`config.mk`:
```
export PLATFORM = sky130hd
export DESIGN_NAME = lca_ctrl
export DESIGN_NICKNAME = d
export VERILOG_FILES = /design/src/rtl/lca_pkg.sv /design/src/rtl/lca_ctrl.sv
export SDC_FILE = /design/constraint.sdc
export NUM_CORES = 1
export LEC_CHECK = 0
export ABC_AREA = 1
export BUFFER_PORTS_ARGS = -buffer_cell sky130_fd_sc_hd__buf_2
export CAP_MARGIN = 10
export CORE_MARGIN = 10
export CORE_UTILIZATION = 39
export DETAILED_ROUTE_END_ITERATION = 12
export GPL_ROUTABILITY_DRIVEN = 1
export HOLD_SLACK_MARGIN = 0.03
export SYNTH_ARGS = -nofsm -noshare
export SYNTH_HDL_FRONTEND = slang
export SYNTH_SLANG_ARGS = --single-unit
export TNS_END_PERCENT = 50
```
`constraint.sdc`:
```
create_clock -name clk -period 3.7 [get_ports clk]
set_input_delay 0.37 -clock clk [delete_from_list [all_inputs] [get_ports clk]]
set_output_delay 0.37 -clock clk [all_outputs]
set_load 0.1 [all_outputs]
```
`src/rtl/lca_pkg.sv`:
```
// Shared constants, codes and types for the linear classifier core.
`default_nettype none
package lca_pkg;

  localparam int MAX_CLASSES_DEF  = 16;
  localparam int MAX_FEATURES_DEF = 256;

  localparam int OUT_LIMIT  = 16;
  localparam int CLS_W      = 4;
  localparam int CC_W       = 5;
  localparam int FC_W       = 9;
  localparam int KIND_W     = 2;
  localparam int INDEX_W    = 12;
  localparam int SAMPLE_W   = 16;
  localparam int PROD_W     = 32;
  localparam int ACC_W      = 64;
  localparam int CFG_IDX_W  = 2;
  localparam int CFG_DATA_W = 9;

  localparam logic [KIND_W-1:0] KIND_WEIGHT  = 2'd0;
  localparam logic [KIND_W-1:0] KIND_BIAS    = 2'd1;
  localparam logic [KIND_W-1:0] KIND_FEATURE = 2'd2;

  localparam logic [CFG_IDX_W-1:0] REG_CLASS_COUNT   = 2'd0;
  localparam logic [CFG_IDX_W-1:0] REG_FEATURE_COUNT = 2'd1;
  localparam logic [CFG_IDX_W-1:0] REG_BIAS_ENABLE   = 2'd2;

  typedef enum logic [2:0] {
    ST_IDLE,
    ST_MAC,
    ST_DRAIN,
    ST_MARGIN,
    ST_EMIT
  } state_t;

  typedef struct packed {
    logic             load_w;
    logic             load_b;
    logic             cap_x;
    logic             issue;
    logic [CLS_W-1:0] cls;
    logic             seed;
    logic             track;
    logic [FC_W-1:0]  nf;
    logic [FC_W-1:0]  fpos;
    logic             bias_en;
    logic             calc_margin;
    logic             emit;
    logic             emit_last;
  } dp_cmd_t;

endpackage
`default_nettype wire

```
`src/rtl/lca_ctrl.sv`:
```
// Controller: configuration registers, feature position and the run sequencer.
`default_nettype none
module lca_ctrl import lca_pkg::*; #(
  parameter int MAX_CLASSES  = MAX_CLASSES_DEF,
  parameter int MAX_FEATURES = MAX_FEATURES_DEF
) (
  input  wire logic                  clk,
  input  wire logic                  rst_n,
  input  wire logic                  start,
  output logic                       busy,
  input  wire logic [KIND_W-1:0]     in_kind,
  input  wire logic                  cfg_we,
  input  wire logic [CFG_IDX_W-1:0]  cfg_index,
  input  wire logic [CFG_DATA_W-1:0] cfg_wdata,
  output dp_cmd_t                    cmd
);

  localparam int CLS_LIM = (MAX_CLASSES < OUT_LIMIT) ? MAX_CLASSES : OUT_LIMIT;

  state_t           state_r, state_nxt;
  logic [CLS_W-1:0] cls_r, cls_nxt;
  logic [1:0]       drain_r, drain_nxt;
  logic [FC_W-1:0]  pos_r, pos_nxt;
  logic [CC_W-1:0]  cc_r, cc_nxt;
  logic [FC_W-1:0]  fc_r, fc_nxt;
  logic             be_r, be_nxt;
  logic [FC_W-1:0]  fcur_r;
  logic             seed_r;
  logic             lastf_r;

  logic [CC_W-1:0]  nc_m1_w;
  logic [CLS_W-1:0] nc_m1;
  logic [FC_W-1:0]  nf;
  logic [FC_W-1:0]  f;
  logic             f_last;
  logic             accept;
  logic             feat_acc;

  // effective sizes, clamped into the supported range
  always_comb begin
    if (cc_r == '0) begin
      nc_m1_w = '0;
    end else if (cc_r > CC_W'(CLS_LIM)) begin
      nc_m1_w = CC_W'(CLS_LIM - 1);
    end else begin
      nc_m1_w = cc_r - CC_W'(1);
    end
    nc_m1 = nc_m1_w[CLS_W-1:0];

    if (fc_r == '0) begin
      nf = FC_W'(1);
    end else if (32'(fc_r) > MAX_FEATURES) begin
      nf = FC_W'(MAX_FEATURES);
    end else begin
      nf = fc_r;
    end
  end

  assign busy     = (state_r != ST_IDLE);
  assign accept   = start && !busy;
  assign feat_acc = accept && (in_kind == KIND_FEATURE);
  assign f        = (pos_r >= nf) ? '0 : pos_r;
  assign f_last   = (f == nf - FC_W'(1));

  // config registers and feature position
  always_comb begin
    cc_nxt  = cc_r;
    fc_nxt  = fc_r;
    be_nxt  = be_r;
    pos_nxt = pos_r;
    if (feat_acc) begin
      pos_nxt = f_last ? '0 : f + FC_W'(1);
    end
    if (cfg_we) begin
      unique case (cfg_index)
        REG_CLASS_COUNT: begin
          cc_nxt  = cfg_wdata[CC_W-1:0];
          pos_nxt = '0;
        end
        REG_FEATURE_COUNT: begin
          fc_nxt  = cfg_wdata[FC_W-1:0];
          pos_nxt = '0;
        end
        REG_BIAS_ENABLE: begin
          be_nxt = cfg_wdata[0];
        end
        default: begin
        end
      endcase
    end
  end

  // next state
  always_comb begin
    state_nxt = state_r;
    cls_nxt   = cls_r;
    drain_nxt = drain_r;
    unique case (state_r)
      ST_IDLE: begin
        if (feat_acc) begin
          state_nxt = ST_MAC;
          cls_nxt   = '0;
        end
      end
      ST_MAC: begin
        if (cls_r == nc_m1) begin
          state_nxt = ST_DRAIN;
          drain_nxt = '0;
        end else begin
          cls_nxt = cls_r + CLS_W'(1);
        end
      end
      ST_DRAIN: begin
        // drain: product, accumulate, argmax update
        drain_nxt = drain_r + 2'd1;
        if (drain_r == 2'd2) begin
          state_nxt = lastf_r ? ST_MARGIN : ST_IDLE;
        end
      end
      ST_MARGIN: begin
        state_nxt = ST_EMIT;
        cls_nxt   = '0;
      end
      ST_EMIT: begin
        if (cls_r == nc_m1) begin
          state_nxt = ST_IDLE;
        end else begin
          cls_nxt = cls_r + CLS_W'(1);
        end
      end
      default: begin
        state_nxt = ST_IDLE;
      end
    endcase
  end

  // datapath commands
  always_comb begin
    cmd             = '0;
    cmd.load_w      = accept && (in_kind == KIND_WEIGHT);
    cmd.load_b      = accept && (in_kind == KIND_BIAS);
    cmd.cap_x       = feat_acc;
    cmd.cls         = cls_r;
    cmd.seed        = seed_r;
    cmd.track       = lastf_r;
    cmd.nf          = nf;
    cmd.fpos        = fcur_r;
    cmd.bias_en     = be_r;
    unique case (state_r)
      ST_MAC: begin
        cmd.issue = 1'b1;
      end
      ST_MARGIN: begin
        cmd.calc_margin = 1'b1;
      end
      ST_EMIT: begin
        cmd.emit      = 1'b1;
        cmd.emit_last = (cls_r == nc_m1);
      end
      default: begin
      end
    endcase
  end

  always_ff @(posedge clk) begin
    if (!rst_n) begin
      state_r <= ST_IDLE;
      cls_r   <= '0;
      drain_r <= '0;
      pos_r   <= '0;
      cc_r    <= CC_W'(2);
      fc_r    <= FC_W'(1);
      be_r    <= 1'b0;
    end else begin
      state_r <= state_nxt;
      cls_r   <= cls_nxt;
      drain_r <= drain_nxt;
      pos_r   <= pos_nxt;
      cc_r    <= cc_nxt;
      fc_r    <= fc_nxt;
      be_r    <= be_nxt;
    end
  end

  always_ff @(posedge clk) begin
    if (feat_acc) begin
      fcur_r  <= f;
      seed_r  <= (f == '0);
      lastf_r <= f_last;
    end
  end

endmodule
`default_nettype wire

```
---- Word-level counts from Yosys, hierarchy flattened ----
Index checks and enable logic that the tools add are counted.
word-level totals
  register bits after elaboration ......... 44
  bits of input ports ..................... 17
  logic and storage cells ................. 79
cells by class
  $add $sub $neg .......................... 5
  magnitude comparators ................... 3
  eq/ne operators ......................... 16
  mux-type cells .......................... 23
  reductions and logical operators ........ 22
operators with widths
  cell                                               number
  2-to-1 mux 9 bit                                   7
  logical NOT 9 bit                                  2
  2-to-1 mux 4 bit                                   4
  case mux 3 bit (5 select lines)                    1
  2-to-1 mux 3 bit                                   4
  case mux 4 bit (3 select lines)                    1
  inequality test 2 bit (second input constant)      5
  adder 9 x 1 -> 9 bit (second input constant)       1
  == test 9 bit                                      1
  greater-or-equal comparator 9 bit                  1
  > comparator 9 bit (second input constant)         1
  subtractor 9 x 1 -> 9 bit (second input constant)  1
  AND reduction 2 bit                                4
  == test 2 bit (second input constant)              3
  == test 3 x 2 -> 1 bit (second input constant)     2
  2-to-1 mux 2 bit                                   3
  nonzero test 3 bit                                 2
  > comparator 5 bit (second input constant)         1
  logical NOT 5 bit                                  1
  adder 4 x 1 -> 4 bit (second input constant)       1
  == test 2 x 1 -> 1 bit (second input constant)     2
  == test 4 bit                                      1
  logical AND 1 bit                                  4
  logical NOT 2 bit                                  2
  12 further kinds                                   14

---- Logic depth before layout (Yosys ltp) ----
  depth after elaboration ................. 10
  mapped depth ............................ 23
  gate-level depth less buffers ........... 23

---- Worst setup path after synthesis ----
No wires, ideal clock.
  path kind ............................... register to output
  from .................................... register state_r[2]
  to ...................................... output port cmd[0] (netlist bit)
  arrival time ............................ 4165 ps
  required time ........................... 3330 ps
  path slack .............................. -835 ps
  cell stages (with the launch flop) ...... 5
  buffers on the path ..................... 0
  path through ............................ dfxtp_1 -> inv_1 -> nor3_1 -> inv_1 -> nor2_1
RTL lines
  item                    line             text
  from (decl)             lca_ctrl.sv:20   state_t state_r, state_nxt;
  from (signal assigned)  lca_ctrl.sv:175  state_r <= state_nxt;
  to (decl)               lca_ctrl.sv:15   output dp_cmd_t cmd

---- Final worst setup path ----
  from .................................... register fc_r[2]
  to ...................................... register pos_r[8]
on the way
  longest elaborated chain between the ends .. 10
RTL lines
  item                                                          line                            text
  from (decl)                                                   lca_ctrl.sv:25                  logic [FC_W-1:0] fc_r, fc_nxt;
  from (signal assigned)                                        lca_ctrl.sv:180                 fc_r <= fc_nxt;
  > comparator 9 bit                                            lca_ctrl.sv:52                  end else if (32'(fc_r) > MAX_FEATURES) begin
  2-to-1 mux 9 bit                                              lca_ctrl.sv:52
  2-to-1 mux 9 bit *                                            lca_ctrl.sv:50                  if (fc_r == '0) begin
  greater-or-equal comparator 9 bit *                           lca_ctrl.sv:62                  assign f = (pos_r >= nf) ? '0 : pos_r;
  2-to-1 mux 9 bit *                                            lca_ctrl.sv:62
  via f[0]                                                      lca_ctrl.sv:34                  logic [FC_W-1:0] f;
  adder 9 x 1 -> 9 bit / == test 9 bit (equally long branches)  lca_ctrl.sv:72, lca_ctrl.sv:63
  2-to-1 mux 9 bit *                                            lca_ctrl.sv:72                  pos_nxt = f_last ? '0 : f + FC_W'(1);
  2-to-1 mux 9 bit *                                            lca_ctrl.sv:71                  if (feat_acc) begin
  2-to-1 mux 9 bit                                              lca_ctrl.sv:75                  unique case (cfg_index)
  2-to-1 mux 9 bit *                                            lca_ctrl.sv:74                  if (cfg_we) begin
  to (signal assigned)                                          lca_ctrl.sv:178                 pos_r <= pos_nxt;
  to (decl)                                                     lca_ctrl.sv:23                  logic [FC_W-1:0] pos_r, pos_nxt;
Mark *: on every way through the listed nets, which the timed path passes. The rest lies on a longest branch.
A chain may end at the register's enable or synchronous reset.

==> impl_metrics.yaml <==
run_status:
  outcome: "finished, final reports clean"
timing:
  skew_ps: 7.25
  worst_slew_pin_slew_ps: 503
  rsz0062_at_grt: "no"
  slew_headroom_pct: 66.7
  hold_viol_final: 0
  fin_crit_ps: 2930
  fin_tns_setup_ps: 0
  fmax_mhz: 342
  finalSetupViolations: 0
  period_share_pct: 79.1
  slew_violations: 0
yosys:
  syn_area_um2: 2910
  ys_seq_area_share_pct: 34.0
  ys.warnings.count: 0
  syn-mean-instance-area_um2: 6.95
  yosys-top-cells-count: "nand2_1 (87), inv_1 (64), nand3_1 (35)"
  muxShareOfSynthArea_pct: 0
  synth-compound-area-share_pct: 14.5
  synthCells: 419
  async_flop_share_pct: 0
  synth_area_leaders: "dfxtp_1 (23%), edfxtp_1 (11%), nand2_1 (11%), inv_1 (8.2%), ha_1 (6.4%)"
  synth.distinct_cells: 38
  synth_xor_area_share_pct: 1.80
  synth-simple-area-share_pct: 32.2
  yosysTopAreaCell: "dfxtp_1"
  synth_top_family_by_area: "simple AND/OR/NAND/NOR gates"
  synth.most_common_cell: "nand2_1"
  synth-seq-cells: 44
  synthAdderAreaFrac_pct: 6.44
  synth_nets: 451
  synth_ff_type: "dfxtp_1"
  synth_top_area_share_pct: 22.7
  synth_edf_count: 11
finish:
  area_delta_synth_final_pct: 14.5
  fin_nets: 499
  antennaDiodeCount: 0
  stdcell_count: 567
  n_fill_cell: 782
  post-route-util_pct: 46.0
  drive_gt1_share_pct: 20.5
worst_setup_path:
  critPathLaunchType: "flop"
  cp_max_fo: 5
  worstSetupPathType: "reg2reg"
  endpoint_kind: "flop"
  crit_arrival_ps: 3110
  required_ps: 3880
cts:
  cts_sinks: 44
  clk_pin_slew_ps: 90
  cts_resized: 0
  cts_inserted_buffers: 5
  clock_latency_ps: 290
  htreeDepth: 2
  clockBufferDepth: 2
  cts_root_buffer: "clkbuf_8"
  cts_hold_buf: 0
  cts_tree: "built"
  postCtsSetupRepairBufs: 0
power:
  pwr-share-clk_pct: 19.9
  seqPwrFrac_pct: 37.8
  swShare_pct: 46.0
  power_switching_uw: 688
  internal_power_uw: 807
  p_per_area_nw_per_um2: 448
  p_leak_nw: 1.63
  comb_power_share_pct: 42.3
  ir_drop_mv: 0.157
  finalPower_mw: 1.49
global_route:
  grt_pass1_wl_um: 11800
  grt_pass1_vias: 2543
  grt-ovfl-total: 0
  grt_max_degree: 28
  gr-usage-all-layers_pct: 12.4
  antenna_found_initial: 0
floorplan:
  fp.dieW_um: 106
  core_um2: 7250
  die_y_um: 106
  start_util_pct: 40.2
  die_area_um2: 11300
  io_pins: 50
  rows: 31
route:
  vias: 2706
  drt_first_pass_iters: 4
  drt-initial-drc-count: 119
  ant_nets: 0
  wl_um: 7050
  wl_per_cell_um: 12.4
  vias_per_cell: 4.77
  drc: 0
run:
  drv_cap: 0
placement:
  portBuffers: 49
  place_inst: 559
  routabilityCongestion: 0.827
  hpwl_um: 5760
worst_hold_path:
  hold_path.class: "in2reg"
[critical path: stages (launching register included)]
cell	delay, ps
dfxtp_1	370
nor2_1	100
nand2_1	80
o21ai_2	190
nand2_1	140
ha_1	310
nand2_1	70
inv_1	40
nand2_1	80
nand2_1	60
nand2_1	130
nand4_1	180
inv_1	120
ha_1	170
inv_1	60
nor3_2	240
nand4_1	130
or2_1	230
nand3_1	80
a21oi_1	60
[state kept, by name, indices dropped and copies added, names as in the netlist]
| name | flops |
|---|---|
| cc_r | 5 |
| fc_r | 9 |
| fcur_r | 9 |
| be_r | 1 |
| seed_r | 1 |
| pos_r | 9 |
| drain_r | 2 |
| lastf_r | 1 |
| cls_r | 4 |
| state_r | 3 |
[placed cells by master (no fill, tap or decap), types with 3 or more instances in the layout]
cell type / Yosys / layout
nand2_1: 87 / 87
inv_1: 64 / 64
buf_2: 1 / 49
nand3_1: 35 / 35
dfxtp_1: 33 / 33
a21oi_1: 32 / 32
o21ai_0: 32 / 32
nor2_1: 34 / 30
ha_1: 15 / 15
nor2_2: 7 / 11
nand4_1: 11 / 11
edfxtp_1: 11 / 11
nand2_2: 5 / 5
nor3_1: 6 / 5
clkbuf_8: 0 / 5
inv_2: 4 / 4
o21ai_2: 4 / 4
xor2_1: 4 / 4
nand2_4: 3 / 3
[area by class of cell]
type	instances	area, µm²	share of cell area (%)
clock buffer	7	76.3	2.29
clock inverter	1	5.00	0.150
inverter	71	270	8.10
multi-input combinational	295	1620	48.5
sequential	44	991	29.7
tap	99	124	3.71
timing repair buffer	50	253	7.57
[layer usage]
| metal | track usage, % | share of wire [%] | up-vias |
|---|---|---|---|
| li1 | - | - | 1462 |
| met1 | 15.8 | 47 | 1191 |
| met2 | 20.0 | 46 | 49 |
| met3 | 3.62 | 5.7 | 4 |
| met4 | 3.48 | 0.99 | 0 |
| met5 | 0 | 0 | - |
[power groups by stage]
| stage | Clock, mW | Sequential, mW | Combinational, mW |
|---|---|---|---|
| 2_1_floorplan | 0 | 0.657 | 0.442 |
| 3_3_place_gp | 0 | 0.575 | 0.633 |
| 3_5_place_dp | 0 | 0.576 | 0.636 |
| 4_1_cts | 0.311 | 0.565 | 0.637 |
| 5_1_grt | 0.331 | 0.570 | 0.693 |
| 6_report | 0.297 | 0.565 | 0.633 |
[through the flow]
stage	setup slack, ps	area [µm²]	hold WS (ps)
after global routing	388	3340	313
final	774	3340	302
after CTS	748	3340	290
after detailed placement	770	3260	442
after global placement	822	3260	431
after floorplan	170	2930	424
[cell families after synthesis]
kind of cell / Yosys count
AOI/OAI and AO/OA: 76
xor gates and xnor gates: 6
adders and majority gates: 15
buffers and inverters: 80
DFF: 44
and+or+nand+nor: 198
[final timing paths]
kind,to,cells past startpoint,from,slack [ps]
max reg2reg,pos_r[8],19,fc_r[2],770
max,pos_r[8],19,fc_r[2],770
min reg2reg,be_r,2,be_r,460
min,fc_r[7],3,cfg_wdata[7],300
Power figures use the tool's default switching activity.
